==> config.mk <==
export PLATFORM = sky130hd
export DESIGN_NAME = ttc_check_cell
export DESIGN_NICKNAME = d
export VERILOG_FILES = /design/src/rtl/core/ttc_pkg.sv /design/src/rtl/core/ttc_check_cell.sv
export SDC_FILE = /design/constraint.sdc
export NUM_CORES = 1
export LEC_CHECK = 0
export BUFFER_PORTS_ARGS = -buffer_cell sky130_fd_sc_hd__buf_4
export CORE_MARGIN = 2
export CORE_UTILIZATION = 50
export DETAILED_ROUTE_END_ITERATION = 16
export PLACE_DENSITY_LB_ADDON = 0.25
export SYNTH_ARGS = -nofsm -noshare
export SYNTH_HDL_FRONTEND = slang
export SYNTH_SLANG_ARGS = --single-unit
==> constraint.sdc <==
create_clock -name clock -period 4.03 [get_ports clock]
set_input_delay 0.2015 -clock clock [delete_from_list [all_inputs] [get_ports clock]]
set_output_delay 0.2015 -clock clock [all_outputs]
set_load 0.01 [all_outputs]
==> src/rtl/core/ttc_pkg.sv <==
// Shared types, constants and helpers for the token time check.
package ttc_pkg;

   localparam int unsigned WORD_W      = 32;
   localparam int unsigned MINUTES_W   = 20;
   localparam int unsigned WINDOW_W    = 26;
   localparam int unsigned CSR_INDEX_W = 2;
   localparam int unsigned TEA_ROUNDS  = 32;

   localparam logic [WORD_W-1:0] TEA_DELTA = 32'h9E3779B9;

   localparam logic [CSR_INDEX_W-1:0] REG_KEY_WORD      = 2'd0;
   localparam logic [CSR_INDEX_W-1:0] REG_VALID_MINUTES = 2'd1;

   localparam logic [7:0]        HEX_DIGIT_MAX = 8'h39;
   localparam logic [WORD_W-1:0] HEX_ALPHA_OFS = 32'd87;
   localparam logic [WORD_W-1:0] HEX_DIGIT_OFS = 32'd48;

   typedef struct packed {
      logic [WORD_W-1:0] v0;
      logic [WORD_W-1:0] v1;
      logic [WORD_W-1:0] now;
   } tok_type;

   typedef struct packed {
      logic [WORD_W-1:0] decoded_time;
      logic [WORD_W-1:0] now;
   } stamp_type;

   typedef struct packed {
      logic [WORD_W-1:0] decoded_time;
      logic              accepted;
   } verdict_type;

   // Running sum at the start of a round with 'left' rounds remaining.
   function automatic logic [WORD_W-1:0] round_sum(input int unsigned left);
      logic [63:0] prod;
      prod = 64'(TEA_DELTA) * 64'(left);
      return prod[WORD_W-1:0];
   endfunction

   function automatic logic [WORD_W-1:0] rotl(input logic [WORD_W-1:0] x,
                                              input int unsigned s);
      return (x << s) | (x >> (WORD_W - s));
   endfunction

endpackage

==> src/rtl/core/ttc_check_cell.sv <==
// Compares the decoded time with the current time; holds the output beat.
module ttc_check_cell (
   input  logic                           clock,
   input  logic                           reset,
   input  logic [ttc_pkg::WINDOW_W-1:0]   window,
   input  logic                           in_valid,
   output logic                           in_ready,
   input  ttc_pkg::stamp_type             in_data,
   output logic                           out_valid,
   input  logic                           out_ready,
   output ttc_pkg::verdict_type           out_data
);
   import ttc_pkg::*;

   logic              valid_ff, valid_in;
   verdict_type       data_ff, data_in;
   logic [WORD_W-1:0] gap;
   logic              take;

   // Absolute gap at full width: subtract in the direction that cannot wrap.
   assign gap = (in_data.now >= in_data.decoded_time)
              ? (in_data.now - in_data.decoded_time)
              : (in_data.decoded_time - in_data.now);

   assign in_ready = !valid_ff || out_ready;
   assign take     = in_valid && in_ready;

   always_comb begin
      valid_in = valid_ff;
      if (take) begin
         valid_in = 1'b1;
      end else if (out_ready) begin
         valid_in = 1'b0;
      end
      data_in = data_ff;
      if (take) begin
         data_in.decoded_time = in_data.decoded_time;
         data_in.accepted     = (gap <= WORD_W'(window));
      end
   end

   always_ff @(posedge clock) begin
      if (reset) begin
         valid_ff <= 1'b0;
      end else begin
         valid_ff <= valid_in;
      end
      data_ff <= data_in;
   end

   assign out_valid = valid_ff;
   assign out_data  = data_ff;
endmodule

==> out/qor.yml <==
worst_setup_path:
  worstSetupPathDepth: 23
  path_cells: "buf_4 > inv_1 > ha_1 > inv_1 > fa_2 > a21o_1 > o21ai_2 > a31oi_2 > o311ai_2 > o211a_1 > buf_6 > a211oi_1 > a21oi_1 > a31oi_1 > xnor2_1 > ha_1 > nand4_1 > nor2_2 > nand4_1 > or4_1 > o211ai_1 > nand4_1 > nor4_2"
  max_stage_delay_ns: 0.50
  reg2reg_depth: 3
  start_kind: "input pin"
  r2r-end: "out_data[14]$_DFFE_PP_"
  arrival_ns: 4.52
  r2r-start: "out_valid$_SDFFE_PP0P_"
  cp_max_fo: 11
  path_common_cell: "nand4_1"
  worst-path-buf-inv: 4
  reg2reg_setup_slack_ns: 2.61
  cp-end-kind: "flop"
  critPathSlowestCell: "or4_1"
  critPathTopFamily: "compound AO/OA/AOI/OAI gates"
  cp.required_ns: 4.16
  crit_type: "in2reg"
sta:
  relSlewSlack_pct: 51.0
  fmax_mhz: 228
  skew_ns: 0.00476
  rsz0062_at_grt: "true"
  post-route-min-period_ns: 4.39
  post-route-period-util_pct: 109
  worst_pin_slew_ns: 0.728
  setup_ws_ns: -0.357
  hold_violations: 0
  setup_viol: 1
  finalMaxSlewViolations: 0
pwr:
  p_leak_nw: 3.99
  irDropWorstVdd_uv: 152
  power.density_mw_per_mm2: 251
clock_tree:
  numCtsBuffers: 5
  cts_hold_buf: 0
  htree_levels: 2
  clkLatencyLatePin_ns: 0.30
  root_buffer: "clkbuf_8"
  numClockSinks: 34
  clk_path_buf_depth: 2
  path_clk_slew_ns: 0.09
  cts_tree: "done"
floorplan:
  initial_core_util_pct: 51.6
  die-area_mm2: 0.0115
  ios: 129
  coreArea_mm2: 0.0103
  rows: 37
  die_y_um: 107
  die_x_um: 107
logic_synthesis:
  synthCells: 689
  syn_area_mm2: 0.00533
  ys_ff_latch: 34
  ys_warn_count: 0
  yosysTopAreaCell: "ha_1"
  synth_enable_flop_cells: 33
  synth_area_per_cell_um2: 7.74
  ys_async_sr_fraction_pct: 0
  syn-num-nets: 874
  seq_area_frac_synth_pct: 19.0
  synth_cell_type_count: 59
  synthTopCellsByCount: "a21oi_1 (99), inv_1 (99), ha_1 (89)"
  netlist.area_leader.share_pct: 20.9
  ys.flop_type: "edfxtp_1"
  synth_area_leaders: "ha_1 (21%), edfxtp_1 (19%), a21oi_1 (9.3%)"
final_layout:
  drive_above_1_share_pct: 34.2
  antenna_cells: 0
  design_area_mm2: 0.00773
  final_nets: 1153
  syn_to_final_growth_pct: 45.1
  fillCellCount: 797
global_route:
  grt.total_usage_pct: 35.9
  antenna_found_initial: 0
  grt_pass1_wl_um: 32100
  grt_max_degree: 34
  grt.overflow.total: 0
  grt_pass1_vias: 6602
status:
  outcome: "finished with violations"
  failed_checks: "setup timing"
placement:
  gp_congestion: 1.01
  preCtsSetupSlack_ns: -0.682
  placed_cell_area_mm2: 0.00757
  io_buffers: 128
  place_hpwl_um: 17500
min_path:
  min_path_type: "in2reg"
  min_from: "reset"
  hold_depth: 2
  hold-path-endpoint: "out_valid$_SDFFE_PP0P_"
drt:
  vias: 6332
  final_antenna_net_count: 0
  wl_per_cell_um: 18.7
  drtIter0Drc: 478
  drt-vias-per-instance: 5.73
  drc: 0
  dr.pass1.iters: 8
  wirelength_um: 20600
run:
  maxCapViolations: 0
==> layer usage <==
layer	up-vias	track usage, %	wire [um]
met5	-	0	0
met3	77	5.93	1480
met2	349	65.2	10200
li1	3008	-	-
met1	2898	40.6	8000
met4	0	16.8	933
==> cells by family after synthesis <==
kind of cell | after synthesis | synth area share, %
and+or+nand+nor | 147 | 13.7
xor gates and xnor gates | 29 | 4.76
adders and majority gates | 91 | 21.6
muxes | 15 | 2.91
buffers and inverters | 132 | 10.4
DFF | 34 | 19.0
AOI/OAI and AO/OA | 241 | 27.6
==> cell usage in the layout, fill, tap and decap left out, drive strengths merged, types with 5 or more instances in the layout <==
cell type / count
buf: 305
inv: 99
a21oi: 99
ha: 89
o21ai: 56
nand2: 52
edfxtp: 33
nor2: 27
a21o: 17
nand4: 16
xnor2: 15
xor2: 14
a211oi: 11
mux2i: 11
nand3: 10
o21a: 9
nor3: 9
and4: 7
o21bai: 7
a31oi: 7
o211ai: 6
clkbuf: 6
nand2b: 5
==> state kept, by name, summed over array words and instances, names as in the netlist <==
| signal | flops |
|---|---|
| out_valid | 1 |
| out_data | 33 |
==> worst reg2reg max path: cells and delay by family, from the launching register on <==
family | cells | cell delay [ns]
simple gates | 2 | 0.28
flops | 1 | 0.32
buf+inv | 1 | 0.45
==> worst max path at each step <==
stage / to / slack [ns] / startpoint
after floorplan: out_data[0]$_DFFE_PP_ / 0.05 / in_data[0]
after global placement: out_data[0]$_DFFE_PP_ / -0.49 / in_data[0]
after detailed placement: out_data[0]$_DFFE_PP_ / -0.68 / in_data[0]
after CTS: out_data[0]$_DFFE_PP_ / -0.29 / in_data[0]
after global routing: out_data[0]$_DFFE_PP_ / -0.53 / in_data[0]
final: out_data[0]$_DFFE_PP_ / -0.36 / in_data[0]
==> repair_timing <==
action                                  in CTS  in global routing
endpoints found under the setup margin       1                  1
pin swaps                                    2                  4
buffers inserted                             2                  4
gates resized for setup                      2                  4
==> final cells by class <==
cell class	count	area, um^2	area share [%]
inverters	99	372	4.81
multi-input cells	523	3790	49.0
flip-flops and latches	34	1010	13.1
repair buffers	305	2290	29.7
clock inverters	2	12.5	0.162
well taps	136	170	2.20
clock buffers	6	82.6	1.07
==> report_power, final <==
part	total, mW	internal, mW	switching (mW)	leakage [nW]
sequential	0.419	0.412	0.00667	0.328
combinational	1.22	0.584	0.637	3.61
clock	0.300	0.138	0.162	0.0472
==> metrics by stage <==
stage | power (mW) | setup TNS [ns] | instances | hold WS, ns | utilization (%)
floorplan | 1.07 | 0 | 689 | 0.271 | -
CTS | 1.91 | -0.291 | 1101 | 0.0418 | 74.4
global placement | 1.56 | -0.491 | 1091 | 0.357 | 73.3
finish | 1.94 | -0.357 | 1105 | 0.0471 | 74.9
global route | 2.05 | -0.531 | 1105 | 0.0478 | 74.9
detailed placement | 1.60 | -0.682 | 1091 | 0.370 | 73.3
Note: power is estimated with default switching activity, not from simulation.
