$ cat src/rtl/core/ttc_pkg.sv
// Shared types, constants and helpers for the token time check.
package ttc_pkg;

   localparam int unsigned WORD_W      = 32;
   localparam int unsigned MINUTES_W   = 20;
   localparam int unsigned WINDOW_W    = 26;
   localparam int unsigned CSR_INDEX_W = 2;
   localparam int unsigned TEA_ROUNDS  = 32;

   localparam logic [WORD_W-1:0] TEA_DELTA = 32'h9E3779B9;

   localparam logic [CSR_INDEX_W-1:0] REG_KEY_WORD      = 2'd0;
   localparam logic [CSR_INDEX_W-1:0] REG_VALID_MINUTES = 2'd1;

   localparam logic [7:0]        HEX_DIGIT_MAX = 8'h39;
   localparam logic [WORD_W-1:0] HEX_ALPHA_OFS = 32'd87;
   localparam logic [WORD_W-1:0] HEX_DIGIT_OFS = 32'd48;

   typedef struct packed {
      logic [WORD_W-1:0] v0;
      logic [WORD_W-1:0] v1;
      logic [WORD_W-1:0] now;
   } tok_type;

   typedef struct packed {
      logic [WORD_W-1:0] decoded_time;
      logic [WORD_W-1:0] now;
   } stamp_type;

   typedef struct packed {
      logic [WORD_W-1:0] decoded_time;
      logic              accepted;
   } verdict_type;

   // Running sum at the start of a round with 'left' rounds remaining.
   function automatic logic [WORD_W-1:0] round_sum(input int unsigned left);
      logic [63:0] prod;
      prod = 64'(TEA_DELTA) * 64'(left);
      return prod[WORD_W-1:0];
   endfunction

   function automatic logic [WORD_W-1:0] rotl(input logic [WORD_W-1:0] x,
                                              input int unsigned s);
      return (x << s) | (x >> (WORD_W - s));
   endfunction

endpackage

$ cat src/rtl/core/ttc_decode_cell.sv
// Packs the eight plaintext characters into a time value.
module ttc_decode_cell (
   input  logic               clock,
   input  logic               reset,
   input  logic               in_valid,
   output logic               in_ready,
   input  ttc_pkg::tok_type   in_data,
   output logic               out_valid,
   input  logic               out_ready,
   output ttc_pkg::stamp_type out_data
);
   import ttc_pkg::*;

   logic              valid_ff, valid_in;
   stamp_type         data_ff, data_in;
   logic [WORD_W-1:0] packed_time;
   logic              take;

   // Non-hex bytes keep their full wrapped value and may spill into other nibbles.
   always_comb begin
      logic [63:0]       block;
      logic [7:0]        b;
      logic [WORD_W-1:0] cv;
      block       = {in_data.v1, in_data.v0};
      packed_time = '0;
      for (int i = 0; i < 8; i++) begin
         b  = block[8*i +: 8];
         cv = (b > HEX_DIGIT_MAX) ? (32'(b) - HEX_ALPHA_OFS) : (32'(b) - HEX_DIGIT_OFS);
         packed_time = packed_time | (cv << (28 - 4*i));
      end
   end

   assign in_ready = !valid_ff || out_ready;
   assign take     = in_valid && in_ready;

   always_comb begin
      valid_in = valid_ff;
      if (take) begin
         valid_in = 1'b1;
      end else if (out_ready) begin
         valid_in = 1'b0;
      end
      data_in = data_ff;
      if (take) begin
         data_in.decoded_time = packed_time;
         data_in.now          = in_data.now;
      end
   end

   always_ff @(posedge clock) begin
      if (reset) begin
         valid_ff <= 1'b0;
      end else begin
         valid_ff <= valid_in;
      end
      data_ff <= data_in;
   end

   assign out_valid = valid_ff;
   assign out_data  = data_ff;
endmodule

$ cat config.mk
export PLATFORM = sky130hd
export DESIGN_NAME = ttc_decode_cell
export DESIGN_NICKNAME = d
export VERILOG_FILES = /design/src/rtl/core/ttc_pkg.sv /design/src/rtl/core/ttc_decode_cell.sv
export SDC_FILE = /design/constraint.sdc
export NUM_CORES = 1
export LEC_CHECK = 0
export ABC_AREA = 0
export ABC_CLOCK_PERIOD_IN_PS = 4500
export BUFFER_PORTS_ARGS = -buffer_cell sky130_fd_sc_hd__buf_2
export CAP_MARGIN = 0
export CELL_PAD_IN_SITES_DETAIL_PLACEMENT = 1
export CELL_PAD_IN_SITES_GLOBAL_PLACEMENT = 2
export CORE_MARGIN = 2
export CORE_UTILIZATION = 32
export CTS_CLUSTER_DIAMETER = 120
export DETAILED_ROUTE_END_ITERATION = 10
export PLACE_DENSITY = 0.92
export SYNTH_ARGS = -nofsm -noshare
export SYNTH_HDL_FRONTEND = slang
export SYNTH_SLANG_ARGS = --single-unit
$ cat constraint.sdc
create_clock -name clock -period 4.5 [get_ports clock]
set_input_delay 1.125 -clock clock [delete_from_list [all_inputs] [get_ports clock]]
set_output_delay 1.125 -clock clock [all_outputs]
set_load 0.1 [all_outputs]
==> results of run 1 <==
-- stage by stage --
stage          utilization (%)  worst slack, ps  hold slack, ps  power (uW)  instances
6_report                  42.7             1600             545        1990        762
5_1_grt                   42.7             1560             613        2060        762
2_1_floorplan                -              517            1190        1150        410
3_5_place_dp              40.5             1420             549        1310        746
3_3_place_gp              40.5             1490             490        1290        746
4_1_cts                   42.7             1590             557        2010        762
-- synth_stat cells, drive strengths merged (3+ instances only) --
cell type  instances
a21oi             20
a311o              6
xor2              10
nor3               6
a21o               6
a21boi             3
nand3             20
o2111ai            7
o21bai             9
clkbuf             5
ha                38
nor3b              4
edfxtp            64
nand2             34
nor2b              3
a31oi              8
o21ai             14
a311oi             4
nand2b             7
o211ai             9
and3               5
mux2i              3
inv               32
xnor2             27
o32ai              3
a211oi             8
nor2              30
-- power groups by stage --
stage | Sequential, uW | Combinational (uW) | Clock (uW)
after detailed placement | 733 | 578 | 0
after global placement | 731 | 562 | 0
after floorplan | 976 | 177 | 0
after CTS | 720 | 580 | 707
final | 719 | 577 | 693
after global routing | 722 | 616 | 726
-- flip-flops by register name (all words and copies together) (netlist names) --
| signal | cells |
|---|---|
| out_valid | 1 |
| out_data | 64 |
-- logic make-up (layout without fill, tap and decap cells) --
kind of cell / count (synthesis) / in the layout / synth area share [%]
buffers and inverters: 39 / 215 / 3.58
and+or+nand+nor: 116 / 116 / 12.8
adders and majority gates: 38 / 38 / 11.0
muxes: 4 / 4 / 0.953
xor gates and xnor gates: 37 / 37 / 7.48
DFF: 65 / 65 / 44.8
AOI/OAI and AO/OA: 111 / 111 / 19.4
-- worst max-delay path, stage by stage --
cell      delay (ps)
buf_2             70
nand2b_1         130
buf_2            440
-- area by class of cell --
cell class / count / area share (%)
timing repair buffer: 167 / 14.9
sequential: 65 / 34.4
clock buffer: 11 / 4.12
clock inverter: 5 / 0.996
tap: 176 / 3.90
inverter: 32 / 2.13
multi-input combinational: 306 / 39.6
-- per-layer routing --
layer	part of all wire [%]	track usage (%)	routed length [um]	vias to the layer above
li1	-	-	-	1875
met1	42	20.7	5460	1816
met2	50	32.1	6520	117
met3	5.8	4.15	757	17
met4	1.8	6.90	231	2
met5	0.10	0	13	-
-- path summary, 6_finish.rpt --
check	slack, ps	end	cells past startpoint
min	550	out_valid$_SDFFE_PP0P_	2
min reg2reg	550	out_valid$_SDFFE_PP0P_	2
max reg2reg	2760	out_data[1]$_DFFE_PP_	3
max	1600	in_ready	3
==> key figures, run 1 <==
Yosys
  • Ys flop type: edfxtp_1
  • Top-area cell type share of the netlist area: 44.3%
  • Post-synth top area cell: edfxtp_1
  • Post-synth net total: 548
  • Area contributors post-synth: edfxtp_1 44%, ha_1 11%, xnor2_1 5.5%
  • Syn Std Cell Area: 0.00433 sq mm
  • Library cells used by synthesis: 54
  • Asr flop ratio synth: 0%
  • Yosys warns: 0
  • Cells after synthesis: 410
  • Yosys reg bits: 65
  • Register area share after synthesis: 44.8%
  • Average cell area after synthesis: 10.6 sq um
  • Post-synth EDFFs: 64

Placement
  • Post-DP Area: 0.00536 sq mm
  • IO buf count: 165
  • Post-DP HPWL: 10600 um
  • Global placement routability congestion: 0.765

Worst hold path
  • Worst hold-check path type: flop to flop
  • Worst hold path startpoint: out_valid$_SDFFE_PP0P_

Power and ir drop
  • Power density over the cells: 352 mW/mm^2
  • Switching share of power: 35.7%
  • VDD IR max: 0.000145 V
  • Clock share of power: 34.9%
  • Leak: 0.00241 uW
  • Cell-internal power: 1280 uW
  • Sequential Power Share: 36.2%
  • Comb power frac: 29.0%
  • Net Switching: 710 uW

Routing
  • Residual DRC count: 0
  • Via count: 3827
  • DRT iter0 DRCs: 157
  • Total length of routed wires: 13000 um
  • Mean routed wirelength per cell: 17.0 um
  • First-pass detailed-route iteration total: 4
  • ANT nets after route: 0
  • Via density per instance: 5.02

Global routing
  • Largest net degree at the start of global routing: 29
  • Number of global-route vias before repair: 4009
  • First-pass GRT wire length: 20300 um
  • Initial antenna violation count: 1
  • Global route total overflow: 0
  • Total GRT Usage: 17.9%

Floorplan
  • Starting Density: 32.7%
  • Die X: 120 um
  • Core area: 0.0132 sq mm
  • Site Rows: 42
  • I/O pin count: 166
  • Die ar.: 0.0145 sq mm
  • Die Span Y: 120 um

Final layout
  • Fin area: 0.00565 sq mm
  • Commonest non-fill, non-tap cell in the layout: buf_2
  • Area Growth Syn to Fin: 30.4%
  • Ant. Diodes: 0
  • Commonest non-fill, non-tap cells in the layout: 165 x buf_2, 64 x edfxtp_1, 38 x ha_1, 34 x nand2_1, 32 x inv_1
  • Share of cells above drive strength 1: 33.1%
  • Multi-input logic area: 0.00224 sq mm
  • Final #Nets: 719
  • Fillers: 1555
  • FF/Latch Area: 0.00194 sq mm

Clock network
  • Clk pin slew, worst setup/hold paths: 60 ps
  • Clock Latency Late Sink: 330 ps
  • Clock Sink Count: 65
  • CTS Root Cell: clkbuf_16
  • Post_cts resized: 0
  • CTS tree: built
  • CTS buffer count: 9
  • Longest Clk Path Bufs: 2
  • Post-CTS Hold Buffers: 0
  • # Post-CTS Setup Buffers: 0
  • Max H-tree Level: 3

Critical path
  • Critical path launch point type: input port
  • Crit Path Max Fanout: 3
  • R2r startpoint: out_valid$_SDFFE_PP0P_
  • Required @ worst endpoint: 3380 ps
  • Crit path DAT: 1770 ps
  • Worst Setup SP: out_ready
  • CP endpoint kind: output pin
  • Path type of the worst setup path: input port to output pin

Timing
  • Endpoints failing hold: 0
  • Min Tclk post-route: 2900 ps
  • Final setup violating endpoints: 0
  • Slew headroom: 59.4%
  • Setup TNS: 0 ps
  • Worst slew pin tran: 609 ps
  • Highest Clock Rate: 345 MHz
  • Max Transition Viols Final: 0
  • Final Cycle Share: 64.4%
  • Layout Skew: 6.71 ps
  • RSZ-0062 raised after global routing: false

Run status
  • Status: finished clean

Job
  • Max-cap violations: 0
Power figures use the tool's default switching activity.
==> run 2: changes to the inputs <==
- ABC_CLOCK_PERIOD_IN_PS: 4500 -> 2400
- CORE_UTILIZATION: 32 -> 27
- PLACE_DENSITY: 0.92 -> 0.83
- clock period: 4.5 -> 2.4 ns (I/O delays scaled with it)
==> key figures, run 2 (synthesis results as in run 1) <==
Floorplan
  • Die ar.: 0.0171 sq mm
  • I/O pin count: 166
  • Die X: 131 um
  • Die Span Y: 131 um
  • Site Rows: 46
  • Core area: 0.0158 sq mm
  • Starting Density: 27.5%

Final layout
  • Final core utilization: 37.8%
  • Area Growth Syn to Fin: 37.4%
  • Commonest non-fill, non-tap cell in the layout: buf_2
  • Fin area: 0.00596 sq mm
  • Commonest non-fill, non-tap cells in the layout: 165 x buf_2, 64 x edfxtp_1, 38 x ha_1, 34 x nand2_1, 34 x buf_4
  • Share of cells above drive strength 1: 36.5%
  • Final #Nets: 752
  • Max reg flops: 64
  • Ant. Diodes: 0

Global routing
  • Total GRT Usage: 15.5%
  • First-pass GRT wire length: 20400 um
  • Initial antenna violation count: 0
  • Global route total overflow: 0
  • Largest net degree at the start of global routing: 65
  • Number of global-route vias before repair: 4168

Routing
  • Via count: 3955
  • Residual DRC count: 0
  • Mean routed wirelength per cell: 15.8 um
  • ANT nets after route: 0
  • First-pass detailed-route iteration total: 4
  • Via density per instance: 4.74
  • Total length of routed wires: 13200 um
  • DRT iter0 DRCs: 172

Timing
  • Worst slew pin tran: 548 ps
  • Final Cycle Share: 89.9%
  • Endpoints failing hold: 0
  • Highest Clock Rate: 463 MHz
  • Max Transition Viols Final: 0
  • Setup TNS: 0 ps
  • Layout Skew: 7.73 ps
  • Slew headroom: 63.5%
  • RSZ-0062 raised after global routing: false
  • Worst Hold Slack: 415 ps
  • Slack of the critical path: 241 ps
  • Final setup violating endpoints: 0
  • Min Tclk post-route: 2160 ps

Placement
  • Global placement routability congestion: 0.844
  • Post-Place Worst Slack: -86.0 ps
  • Post-DP HPWL: 10800 um
  • Post-DP Area: 0.00568 sq mm
  • IO buf count: 165

Job
  • Max-cap violations: 0

Critical path
  • Register-to-register setup slack: 1170 ps
  • Path type of the worst setup path: input port to flop
  • Required @ worst endpoint: 2450 ps
  • Crit path DAT: 2210 ps
  • Worst Setup SP: in_data[61]
  • Critical path launch point type: input port
  • R2R Path End: out_data[23]$_DFFE_PP_
  • Crit path capture: out_data[63]$_DFFE_PP_
  • Crit Path Max Fanout: 4
  • CP endpoint kind: flop
  • R2R depth: 3
  • R2r startpoint: out_valid$_SDFFE_PP0P_

Clock network
  • Post-CTS Hold Buffers: 0
  • Max H-tree Level: 3
  • Clock Latency Late Sink: 340 ps
  • Longest Clk Path Bufs: 2
  • Clock Sink Count: 65
  • CTS tree: built
  • # Post-CTS Setup Buffers: 0
  • CTS Root Cell: clkbuf_16
  • Clk pin slew, worst setup/hold paths: 50 ps
  • CTS buffer count: 9
  • Post_cts resized: 0

Power and ir drop
  • VDD IR max: 0.000325 V
  • Power density over the cells: 628 mW/mm^2
  • Leak: 0.00257 uW

Worst hold path
  • Min-Delay Path Depth: 2
  • Worst hold-check path type: input port to flop

Run status
  • Status: finished clean
run 2: area by class of cell:
type / instances / area (sq um)
Inverter: 32 / 120
Timing Repair Buffer: 200 / 1100
Clock buffer: 11 / 233
Clock inverter: 5 / 46.3
Multi-Input combinational cell: 306 / 2240
Fill cell: 1873 / 9810
Sequential cell: 65 / 1940
Tap cell: 216 / 270
run 2: metrics by stage:
stage	instances	power, uW
2_1_floorplan	410	2160
3_3_place_gp	819	2480
3_5_place_dp	819	2510
4_1_cts	835	3790
5_1_grt	835	3920
6_report	835	3740
run 2: where the power goes:
| group | switching, uW | internal, uW |
|---|---|---|
| sequential | 16.3 | 1330 |
| combinational | 826 | 307 |
| clock | 470 | 791 |
| total | 1310 | 2430 |
run 2: per-layer routing:
metal | up-vias | track usage [%] | part of all wire, %
met5 | - | 0 | 0
met4 | 0 | 4.26 | 1.3
met3 | 16 | 4.03 | 6.4
met2 | 124 | 29.1 | 51
met1 | 1879 | 17.3 | 41
li1 | 1936 | - | -
run 2: worst min-delay path by stage:
stage / endpoint / startpoint
2_1_floorplan: out_valid$_SDFFE_PP0P_ / reset
3_5_place_dp: out_valid$_SDFFE_PP0P_ / out_valid$_SDFFE_PP0P_
6_report: out_valid$_SDFFE_PP0P_ / reset
5_1_grt: out_valid$_SDFFE_PP0P_ / reset
4_1_cts: out_valid$_SDFFE_PP0P_ / reset
3_3_place_gp: out_valid$_SDFFE_PP0P_ / out_valid$_SDFFE_PP0P_
run 2: critical path, cell delays in order:
cell and delay [ps]:
buf_2 120, inv_1 80, ha_1 160, o21ai_0 100, nor2_1 260, o32ai_2 130, buf_4 170, a2111oi_4 440
o211ai_1 150
