<file path="config.mk">
export PLATFORM = sky130hd
export DESIGN_NAME = ttc_round_cell
export DESIGN_NICKNAME = d
export VERILOG_FILES = /design/src/rtl/core/ttc_pkg.sv /design/src/rtl/core/ttc_round_cell.sv
export SDC_FILE = /design/constraint.sdc
export NUM_CORES = 1
export LEC_CHECK = 0
export BUFFER_PORTS_ARGS = -buffer_cell sky130_fd_sc_hd__buf_2
export CORE_UTILIZATION = 35
export CTS_CLUSTER_DIAMETER = 30
export DETAILED_ROUTE_END_ITERATION = 10
export GPL_ROUTABILITY_DRIVEN = 1
export GPL_TIMING_DRIVEN = 0
export PLACE_DENSITY = 0.52
export SLEW_MARGIN = 20
export SYNTH_ARGS = -nofsm -noshare
export SYNTH_HDL_FRONTEND = slang
export SYNTH_SLANG_ARGS = --single-unit
</file>
<file path="constraint.sdc">
create_clock -name clock -period 22.9 [get_ports clock]
set_input_delay 1.145 -clock clock [delete_from_list [all_inputs] [get_ports clock]]
set_output_delay 1.145 -clock clock [all_outputs]
set_load 0.05 [all_outputs]
</file>
<file path="src/rtl/core/ttc_pkg.sv">
// Shared types, constants and helpers for the token time check.
package ttc_pkg;

   localparam int unsigned WORD_W      = 32;
   localparam int unsigned MINUTES_W   = 20;
   localparam int unsigned WINDOW_W    = 26;
   localparam int unsigned CSR_INDEX_W = 2;
   localparam int unsigned TEA_ROUNDS  = 32;

   localparam logic [WORD_W-1:0] TEA_DELTA = 32'h9E3779B9;

   localparam logic [CSR_INDEX_W-1:0] REG_KEY_WORD      = 2'd0;
   localparam logic [CSR_INDEX_W-1:0] REG_VALID_MINUTES = 2'd1;

   localparam logic [7:0]        HEX_DIGIT_MAX = 8'h39;
   localparam logic [WORD_W-1:0] HEX_ALPHA_OFS = 32'd87;
   localparam logic [WORD_W-1:0] HEX_DIGIT_OFS = 32'd48;

   typedef struct packed {
      logic [WORD_W-1:0] v0;
      logic [WORD_W-1:0] v1;
      logic [WORD_W-1:0] now;
   } tok_type;

   typedef struct packed {
      logic [WORD_W-1:0] decoded_time;
      logic [WORD_W-1:0] now;
   } stamp_type;

   typedef struct packed {
      logic [WORD_W-1:0] decoded_time;
      logic              accepted;
   } verdict_type;

   // Running sum at the start of a round with 'left' rounds remaining.
   function automatic logic [WORD_W-1:0] round_sum(input int unsigned left);
      logic [63:0] prod;
      prod = 64'(TEA_DELTA) * 64'(left);
      return prod[WORD_W-1:0];
   endfunction

   function automatic logic [WORD_W-1:0] rotl(input logic [WORD_W-1:0] x,
                                              input int unsigned s);
      return (x << s) | (x >> (WORD_W - s));
   endfunction

endpackage

</file>
<file path="src/rtl/core/ttc_round_cell.sv">
// One TEA decryption round as a pipeline cell.
module ttc_round_cell #(
   parameter logic [31:0] SUM = 32'h0
) (
   input  logic             clock,
   input  logic             reset,
   input  logic [31:0]      key_word,
   input  logic             in_valid,
   output logic             in_ready,
   input  ttc_pkg::tok_type in_data,
   output logic             out_valid,
   input  logic             out_ready,
   output ttc_pkg::tok_type out_data
);
   import ttc_pkg::*;

   logic              valid_ff, valid_in;
   tok_type           data_ff, data_in;
   logic [WORD_W-1:0] k1, k2, k3;
   logic [WORD_W-1:0] v1_new, v0_new;
   logic              take;

   assign k1 = rotl(key_word, 8);
   assign k2 = rotl(key_word, 16);
   assign k3 = rotl(key_word, 24);

   always_comb begin
      v1_new = in_data.v1 - ((((in_data.v0 << 4) + k2) ^ (in_data.v0 + SUM))
                             ^ ((in_data.v0 >> 5) + k3));
      v0_new = in_data.v0 - ((((v1_new << 4) + key_word) ^ (v1_new + SUM))
                             ^ ((v1_new >> 5) + k1));
   end

   assign in_ready = !valid_ff || out_ready;
   assign take     = in_valid && in_ready;

   always_comb begin
      valid_in = valid_ff;
      if (take) begin
         valid_in = 1'b1;
      end else if (out_ready) begin
         valid_in = 1'b0;
      end
      data_in     = data_ff;
      if (take) begin
         data_in.v0  = v0_new;
         data_in.v1  = v1_new;
         data_in.now = in_data.now;
      end
   end

   always_ff @(posedge clock) begin
      if (reset) begin
         valid_ff <= 1'b0;
      end else begin
         valid_ff <= valid_in;
      end
      data_ff <= data_in;
   end

   assign out_valid = valid_ff;
   assign out_data  = data_ff;
endmodule

</file>
==> results.md, run 1 <==
* Avg Synthesized Cell Area at 9.28 um2
* Max stage delay cell, worst path: sky130_fd_sc_hd__ha_1
* Number of buffers on the longest clock path at 2
* Startpoint types: input pin
* Number of standard cells after synthesis at 1280
* Async set or reset register ratio after synthesis at 0
* Share of the synthesized area in the top cell type at 0.243
* Type of the worst setup path: in2reg
* RD Place Congestion at 0.945
* Chip Height at 186 um
* Crit-path max FO at 6
* Global-route wire length before repair at 57.3 mm
* Worst slew pin tran at 1.08 ns
* Buffer and inverter count on the worst path at 1
* Setup-failing EPs final at 0
* # IOs at 230
* Highest clock frequency the design can meet at 0.0924 GHz
* Source-to-sink clock delay at the later pin of the worst-skew pair at 0.34 ns
* Most common flop cell mapped by yosys: sky130_fd_sc_hd__edfxtp_1
* Clock tree from TritonCTS: yes
* Fraction of final layout cells with drive strength greater than 1 at 0.172
* Drt first pass iters at 5
* Total of warnings raised by yosys at 0
* Max incr delay on CP at 0.49 ns
* WP data required at 23.00 ns
* Overall overflow remaining after global route at 0
* Combined global-route utilization of all metal layers at 0.223
* Max-cap violations at 0
* Detailed-route DRC error count at 0
* Fin Clk Skew at 0.00893 ns
* Setup repair after global routing missed its margin: no
* Antenna violations before repair at 0
* Worst max-slew margin expressed relative to the limit at 0.274
* Sequential-to-total area share from yosys stat at 0.244
* Vias after detailed routing at 10400
* Pins over their slew limit at 0
* Total Wirelength at 38.9 mm
* Post-detailed-route count of antenna-violating nets at 0
* Total core area at 0.0334 mm2
* Met3 usage at 0.0265
* Most area-consuming cells after synthesis: sky130_fd_sc_hd__edfxtp_1, sky130_fd_sc_hd__ha_1, sky130_fd_sc_hd__xnor2_1
* Total Neg Setup Slack at 0 ns
* Dominant delay contributor by cell family on the critical path: compound AO/OA/AOI/OAI gates
* Time the worst path needs with I/O delays and setup at 10.83 ns
* Combined area of all synthesized cells at 0.0119 mm2
* Element type at the critical path end: flop
* Post-DP HPWL at 33.0 mm
* # Post-CTS Setup Buffers at 0
* Clock buffer count from CTS at 9
* Status: finished clean
* Die ar. at 0.0347 mm2
* Hold-fix buffers at CTS at 0
* Number of H-tree levels at 3
* Register bit count reported by yosys at 97
* Die X-Extent at 186 um
* Detailed-route wire length per cell at 19.7 um
* Highest-count cells in the layout ignoring fill and taps: sky130_fd_sc_hd__xnor2_1, sky130_fd_sc_hd__buf_2, sky130_fd_sc_hd__ha_1
* Register area at 0.00290 mm2
* Worst endpoint data arrival time at 10.93 ns
* Routed vias/inst at 5.29
* Yosys top cell by area: sky130_fd_sc_hd__edfxtp_1
* Count of fill cells added during filler insertion at 3407
* Multi-input combinational cell area at 0.00878 mm2
* Post-cts repair resize count at 0
* Final hold violation count at 0
* Port-buffer cells at 229
* Clock transition time at the flip-flop clock pins of the worst setup and hold paths at 0.07 ns
* Area grow syn2layout at 17.4%
* Number of distinct standard cells referenced by the synthesized netlist at 64
* Standard-cell row count at 67
* Diode count at 0
* Met2 track demand over resource at 0.365
* Clock tree root buffer cell: sky130_fd_sc_hd__clkbuf_16
* Fin crit share at 0.473
* Effective utilization at floorplan at 0.355
* Most congested layer reported by global routing: met2
* Number of synthesized flops with an enable pin at 96
* DRT iter0 DRCs at 852
* Via count of the first global-routing pass at 9889
* Number of nets in the layout at 1834
* Hold Path Class: reg2reg
* Met1 usage at 0.304
* Leading cell type in the layout, fill and taps excluded: sky130_fd_sc_hd__xnor2_1
* Mapped Nets at 1593
* Clock sink count at 97
* Pin count of the biggest net entering global routing at 58
synthesized netlist by cell type (all sizes together), types with 16 or more instances:
| library cell | n |
|---|---|
| inv | 50 |
| o21ai | 65 |
| nor2 | 63 |
| and3 | 18 |
| xor2 | 49 |
| a21o | 97 |
| o21bai | 21 |
| o21a | 20 |
| ha | 175 |
| a21oi | 131 |
| nand3 | 25 |
| nand2 | 67 |
| edfxtp | 96 |
| a31oi | 16 |
| xnor2 | 250 |
registers in the layout (all words and copies together), names as in the netlist:
signal / cells
out_valid: 1
out_data: 96
layer usage:
metal | wire, um | vias to the layer above
met5 | 0 | -
met4 | 1050 | 0
met3 | 2260 | 47
met2 | 17400 | 302
met1 | 18100 | 4902
li1 | - | 5187
worst register-to-register path: stages, from the launching register on:
cell and delay [ns]:
sky130_fd_sc_hd__dfxtp_1 0.31, sky130_fd_sc_hd__nand2b_1 0.10, sky130_fd_sc_hd__and2_4 0.52, sky130_fd_sc_hd__buf_16 0.33
kinds of logic (layout without fill, tap and decap cells):
kind of cell / Yosys count / after routing / synth area share
fa+ha+maj: 181 / 181 / 0.194
compound gates: 408 / 408 / 0.223
flops: 97 / 97 / 0.244
buf+inv: 53 / 299 / 0.0169
xor+xnor: 300 / 300 / 0.223
mux: 2 / 2 / 0.00179
simple gates: 239 / 239 / 0.0964
worst paths after layout:
check / start / to / cells past startpoint / slack (ns)
worst max-delay path: key_word[8] / out_data[95] / 42 / 12.07
worst min-delay path: out_valid / out_valid / 2 / 0.53
worst max register to register: out_valid / out_data[32] / 3 / 21.26
worst min register to register: out_valid / out_valid / 2 / 0.53
area by class of cell:
| type | instances | area share |
|---|---|---|
| repair buffers | 230 | 0.0842 |
| clock buffers | 9 | 0.0162 |
| multi-input cells | 1130 | 0.630 |
| well taps | 448 | 0.0402 |
| clock inverters | 7 | 0.00727 |
| plain buffers | 3 | 0.000898 |
| flip-flops and latches | 97 | 0.208 |
| inverters | 50 | 0.0135 |
through the flow:
step                instances  setup slack, ns  instance area [um2]   util  hold slack [ns]
floorplan                1280            13.85                11900      -             1.11
global placement         1957            11.85                13600  0.406            0.494
detailed placement       1958            11.84                13600  0.407            0.522
CTS                      1974            12.20                13900  0.417            0.531
global route             1974            11.66                13900  0.417            0.588
finish                   1974            12.07                13900  0.417            0.525
Power of run 1 is not shown: default switching activity piles up to over one toggle a cycle in this logic, so the estimate is an artifact.
==> run 2: changes to the inputs <==
PLACE_DENSITY = 0.54   (was 0.52)
clock period = 9.5 ns   (was 22.9 ns; I/O delays follow)
==> run 2 against run 1 <==
  * Sequential share of layout area fell by 0.23 points
  * Clock-buffer cell count did not move
  * Die area did not move
  * First-iteration DRC count fell by 17%
  * Largest cell class unchanged
==> results.md, run 2 (synthesis results as in run 1) <==
* Fin crit share at 0.958
* Die ar. at 0.0347 mm2 (unchanged)
* Source-to-sink clock delay at the later pin of the worst-skew pair at 0.35 ns (about the same)
* Routed vias/inst at 5.28 (-0.23%)
* Overall overflow remaining after global route at 0 (unchanged)
* Highest-count cells in the layout ignoring fill and taps: sky130_fd_sc_hd__xnor2_1, sky130_fd_sc_hd__buf_2, sky130_fd_sc_hd__ha_1
* Cell Area, Placed at 0.0136 mm2 (unchanged)
* Final Instance Area at 0.0141 mm2 (+1.1%)
* Combined global-route utilization of all metal layers at 0.222 (-0.00106)
* Clock transition time at the flip-flop clock pins of the worst setup and hold paths at 0.07 ns (about the same)
* Time the worst path needs with I/O delays and setup at 9.11 ns
* Startpoint of the worst setup timing path: key_word[8]
* Post-DP HPWL at 32.9 mm (-0.39%)
* Startpoint types: input pin
* Crit-path max FO at 6 (unchanged)
* Via count of the first global-routing pass at 9730 (-1.6%)
* Chip Height at 186 um (unchanged)
* Number of cells traversed by the worst hold path at 2 (unchanged)
* Total Wirelength at 38.7 mm (-0.44%)
* Max-cap violations at 0 (unchanged)
* Detailed-route wire length per cell at 19.5 um (-0.84%)
* Post-detailed-route count of antenna-violating nets at 0 (unchanged)
* Highest clock frequency the design can meet at 0.110 GHz
* Number of cells traversed by the worst register-to-register path at 3 (unchanged)
* Setup-failing EPs final at 0 (unchanged)
* Buffer and inverter count on the worst path at 1 (unchanged)
* Crit path setup slack, layout at 0.395 ns (-11.68 ns)
* DRT iter0 DRCs at 709 (-17%)
* Worst slew pin tran at 0.958 ns (-0.124 ns)
* RD Place Congestion at 0.913 (-3.4%)
* Number of nets in the layout at 1841 (+0.38%)
* Antenna violations before repair at 0 (unchanged)
* Path length in cells of the critical path at 42 (unchanged)
* Vias after detailed routing at 10500 (+0.17%)
* Port-buffer cells at 229 (unchanged)
* Type of the worst setup path: in2reg
* Max incr delay on CP at 0.46 ns (-0.03 ns)
* Pins over their slew limit at 0 (unchanged)
* Worst endpoint data arrival time at 9.20 ns (-1.73 ns)
* Worst slack after detailed placement at -0.797 ns (-12.64 ns)
* Detailed-route DRC error count at 0 (unchanged)
* Clock tree from TritonCTS: yes
* Setup repair after global routing missed its margin: yes
* Worst max-slew margin expressed relative to the limit at 0.357 (+0.0833)
* Die X-Extent at 186 um (unchanged)
* Global-route wire length before repair at 57.0 mm (-0.51%)
* Total core area at 0.0334 mm2 (unchanged)
* Leading cell type in the layout, fill and taps excluded: sky130_fd_sc_hd__xnor2_1
* Clock tree root buffer cell: sky130_fd_sc_hd__clkbuf_16
* Clock buffer count from CTS at 9 (unchanged)
* Final hold violation count at 0 (unchanged)
* Startpoint of the most critical register-to-register path: out_valid
* Dominant delay contributor by cell family on the critical path: compound AO/OA/AOI/OAI gates
* Effective utilization at floorplan at 0.355 (unchanged)
* Number of flip-flops in the largest register at 96 (unchanged)
* Element type at the critical path end: flop
* Area grow syn2layout at 18.7%
* Count of fill cells added during filler insertion at 3388 (-0.56%)
* Startpoint of the most critical hold path: reset
* Pin count of the biggest net entering global routing at 58 (unchanged)
* Status: finished clean
* Max stage delay cell, worst path: sky130_fd_sc_hd__or3b_2
* # IOs at 230 (unchanged)
* WP data required at 9.60 ns (-13.40 ns)
* Fin Clk Skew at 0.0109 ns (+0.00195 ns)
* Drt first pass iters at 7 (+2)
* Fraction of final layout cells with drive strength greater than 1 at 0.185 (+0.0129)
* Standard-cell row count at 67 (unchanged)
* Number of buffers on the longest clock path at 2 (unchanged)
* Number of H-tree levels at 3 (unchanged)
* Hold Path Class: in2reg
* Internal reg-to-reg setup slack at 7.87 ns (-13.39 ns)
* Clock sink count at 97 (unchanged)
==> run 2: cell types whose count changed in the layout (fill, tap and decap cells not counted), sizes merged <==
cell / delta
buf: +7
diode: +1
==> run 2: worst paths after layout <==
check,end
setup reg to reg,out_data[64]
hold / removal,out_valid
hold reg to reg,out_valid
setup / recovery,out_data[95]
==> run 2: area by class of cell <==
class / instances / area, um2 / share of cell area
clock buffer: 9 / 225 / 0.0160
buffer: 3 / 12.5 / 0.000887
sequential: 97 / 2900 / 0.206
timing repair buffer: 237 / 1230 / 0.0870
inverter: 50 / 188 / 0.0133
multi-input combinational: 1130 / 8880 / 0.630
antenna: 1 / 2.50 / 0.000177
clock inverter: 7 / 100 / 0.00710
tap: 448 / 561 / 0.0398
==> run 2: what timing repair did <==
| item | 4_1_cts | 5_1_grt |
|---|---|---|
| pin swaps | 0 | 5 |
| gates cloned | 0 | 0 |
| hold buffers | 0 | 0 |
| gates resized for setup | 7 | 13 |
| buffers inserted | 0 | 7 |
| endpoints found under the setup margin | 5 | 7 |
==> run 2: layer usage <==
metal / part of all wire / vias up / wire, um / global-route usage
met4: 0.021 / 0 / 815 / 0.0590
met2: 0.46 / 285 / 17600 / 0.367
met5: 0 / - / 0 / 0
met3: 0.049 / 38 / 1900 / 0.0193
li1: - / 5199 / - / -
met1: 0.47 / 4934 / 18400 / 0.310
==> run 2: stage by stage <==
| step | cells | hold slack, ns | utilization | setup TNS, ns |
|---|---|---|---|---|
| after floorplan | 1280 | 0.544 | - | 0 |
| after global placement | 1957 | 0.487 | 0.406 | -3.69 |
| after detailed placement | 1958 | 0.535 | 0.407 | -4.00 |
| after CTS | 1974 | 0.277 | 0.418 | 0 |
| after global routing | 1981 | 0.281 | 0.421 | -0.0120 |
| final | 1982 | 0.293 | 0.422 | 0 |
Power of run 2 is left out for the same reason.
==> run 3: changes to the inputs <==
CORE_UTILIZATION = 40   (was 35)
PLACE_DENSITY = 0.6   (was 0.54)
==> run 3 against run 2 <==
  * First-iteration DRC count up 0.99%
  * Utilization up 6.3 points
  * Setup slack better by 0.090 ns
  * Final cell count down 3.4%
==> results.md, run 3 (synthesis results as in run 1) <==
* Fraction of final layout cells with drive strength greater than 1 at 0.186 (+0.00167)
* Global-route wire length before repair at 57.3 mm (+0.48%)
* Top layer in use: met4
* Worst endpoint data arrival time at 9.11 ns (-0.09 ns)
* Highest clock frequency the design can meet at 0.111 GHz (+1.0%)
* Fin crit share at 0.949 (-0.00950)
* Most frequent cell on the critical path: sky130_fd_sc_hd__a21o_1
* Pins over their slew limit at 0 (unchanged)
* Leading cell type in the layout, fill and taps excluded: sky130_fd_sc_hd__xnor2_1
* Pin count of the biggest net entering global routing at 55 (-5.2%)
* Worst slack after detailed placement at -0.876 ns (-0.0790 ns)
* Number of nets in the layout at 1838 (-0.16%)
* Hold-fix buffers at CTS at 0 (unchanged)
* Source-to-sink clock delay at the later pin of the worst-skew pair at 0.34 ns (about the same)
* DRT iter0 DRCs at 716 (+0.99%)
* Setup-failing EPs final at 0 (unchanged)
* Detail Route met2 WL at 16.1 mm (-8.5%)
* Worst slew pin tran at 0.964 ns (+0.00588 ns)
* Terminating pin of the worst hold path: out_valid
* Die ar. at 0.0304 mm2 (-12%)
* Startpoint of the most critical register-to-register path: out_valid
* Element type at the critical path end: flop
* Routed vias/inst at 5.54 (+5.0%)
* Clock buffer count from CTS at 9 (unchanged)
* Fin Clk Skew at 0.00772 ns (-0.00316 ns)
* Die X-Extent at 174 um (-6.4%)
* Type of the worst setup path: in2reg
* Vias after detailed routing at 10600 (+1.4%)
* Overall overflow remaining after global route at 0 (unchanged)
* Number of flip-flops in the largest register at 96 (unchanged)
* Crit-path max FO at 5 (-1)
* Area grow syn2layout at 18.0%
* Clock tree root buffer cell: sky130_fd_sc_hd__clkbuf_16
* Max-cap violations at 0 (unchanged)
* Startpoint of the most critical hold path: reset
* Detailed-route DRC error count at 0 (unchanged)
* # IOs at 230 (unchanged)
* Via count of the first global-routing pass at 10100 (+4.1%)
* Time the worst path needs with I/O delays and setup at 9.01 ns (-0.0903 ns)
* Startpoint types: input pin
* Clock transition time at the flip-flop clock pins of the worst setup and hold paths at 0.07 ns (about the same)
* Hold Path Class: in2reg
* Combined global-route utilization of all metal layers at 0.248 (+0.0260)
* Max incr delay on CP at 0.49 ns (+0.03 ns)
* Cell Area, Placed at 0.0135 mm2 (-0.59%)
* Number of buffers on the longest clock path at 2 (unchanged)
* Highest-count cells in the layout ignoring fill and taps: sky130_fd_sc_hd__xnor2_1, sky130_fd_sc_hd__buf_2, sky130_fd_sc_hd__ha_1
* Antenna violations before repair at 0 (unchanged)
* Total core area at 0.0289 mm2 (-13%)
* Final Instance Area at 0.0140 mm2 (-0.60%)
* WP data required at 9.60 ns (about the same)
* RD Place Congestion at 0.935 (+2.4%)
* Internal reg-to-reg setup slack at 7.85 ns (-0.02 ns)
* Wire length on met3 at 2.62 mm (+38%)
* Worst max-slew margin expressed relative to the limit at 0.353 (-0.00395)
* Drt first pass iters at 5 (-2)
* Number of H-tree levels at 3 (unchanged)
* Met1 wire length at 17.3 mm (-5.9%)
* Post-DP HPWL at 31.9 mm (-2.9%)
* Final hold violation count at 0 (unchanged)
* Crit Reg-Reg Endpoint: out_data[40]
* Number of cells traversed by the worst register-to-register path at 3 (unchanged)
* Detailed-route wire length per cell at 19.7 um (+0.74%)
* Crit path setup slack, layout at 0.485 ns (+0.0903 ns)
* Diode count at 0 (-1)
* Clock sink count at 97 (unchanged)
* Effective utilization at floorplan at 0.410 (+0.0554)
* Number of cells traversed by the worst hold path at 2 (unchanged)
* Count of fill cells added during filler insertion at 2807 (-17%)
* Chip Height at 174 um (-6.4%)
* Total Wirelength at 37.7 mm (-2.7%)
* Port-buffer cells at 229 (unchanged)
* Standard-cell row count at 62 (-7.5%)
* Status: finished clean
* Clock tree from TritonCTS: yes
* Max stage delay cell, worst path: sky130_fd_sc_hd__a221oi_1
* Post-detailed-route count of antenna-violating nets at 0 (unchanged)
==> run 3: changes by cell type in the layout (fill, tap and decap cells not counted), moves of 2 or more <==
cell	previous run	this run
sky130_fd_sc_hd__buf_4	7	4
sky130_fd_sc_hd__a21oi_2	4	7
sky130_fd_sc_hd__clkinv_4	0	2
sky130_fd_sc_hd__clkinv_2	0	2
sky130_fd_sc_hd__a21oi_1	126	123
==> run 3: cell type report <==
class	count	area (um2)	area share
buffer	3	12.5	0.000893
clock buffer	10	229	0.0163
clock inverter	6	66.3	0.00473
inverter	50	188	0.0134
multi-input combinational	1130	8930	0.637
sequential	97	2900	0.207
tap	384	480	0.0343
timing repair buffer	234	1200	0.0859
==> run 3: worst max-delay path, delay by kind of cell <==
kind	cells	cell delay, ns
AO/OA/AOI/OAI	20	4.53
adder cells (fa/ha/maj)	5	1.72
XOR/XNOR	6	1.08
AND/OR/NAND/NOR	7	1.07
buffers and inverters	2	0.24
==> run 3: worst max-delay path by stage <==
stage | endpoint | cells past startpoint | startpoint | slack, ns
after global placement | out_data[95] | 41 | key_word[8] | -0.81
after floorplan | out_data[95] | 41 | key_word[8] | 1.12
final | out_data[95] | 40 | key_word[8] | 0.49
after CTS | out_data[95] | 42 | key_word[8] | 0.02
after global routing | out_data[95] | 42 | key_word[8] | -0.02
after detailed placement | out_data[95] | 41 | key_word[8] | -0.88
==> run 3: through the flow <==
stage / TNS (ns) / hold slack, ns / utilization / std cells
3_5_place_dp: -4.75 / 0.515 / 0.468 / 1894
4_1_cts: 0 / 0.268 / 0.479 / 1910
2_1_floorplan: 0 / 0.544 / - / 1280
5_1_grt: -0.0222 / 0.290 / 0.484 / 1914
6_report: 0 / 0.284 / 0.484 / 1914
3_3_place_gp: -4.07 / 0.491 / 0.467 / 1893
==> run 3: what timing repair did <==
| action | in CTS | in global routing |
|---|---|---|
| hold endpoints to repair | 0 | 0 |
| resized for setup | 7 | 21 |
| pin swaps | 1 | 9 |
| setup endpoints to repair | 7 | 8 |
| buffers inserted | 0 | 4 |
==> run 3: layer usage <==
metal / vias to the layer above / track usage
met4: 0 / 0.109
li1: 5196 / -
met3: 70 / 0.0361
met1: 4969 / 0.341
met2: 365 / 0.385
met5: - / 0
Power of run 3 is left out for the same reason.
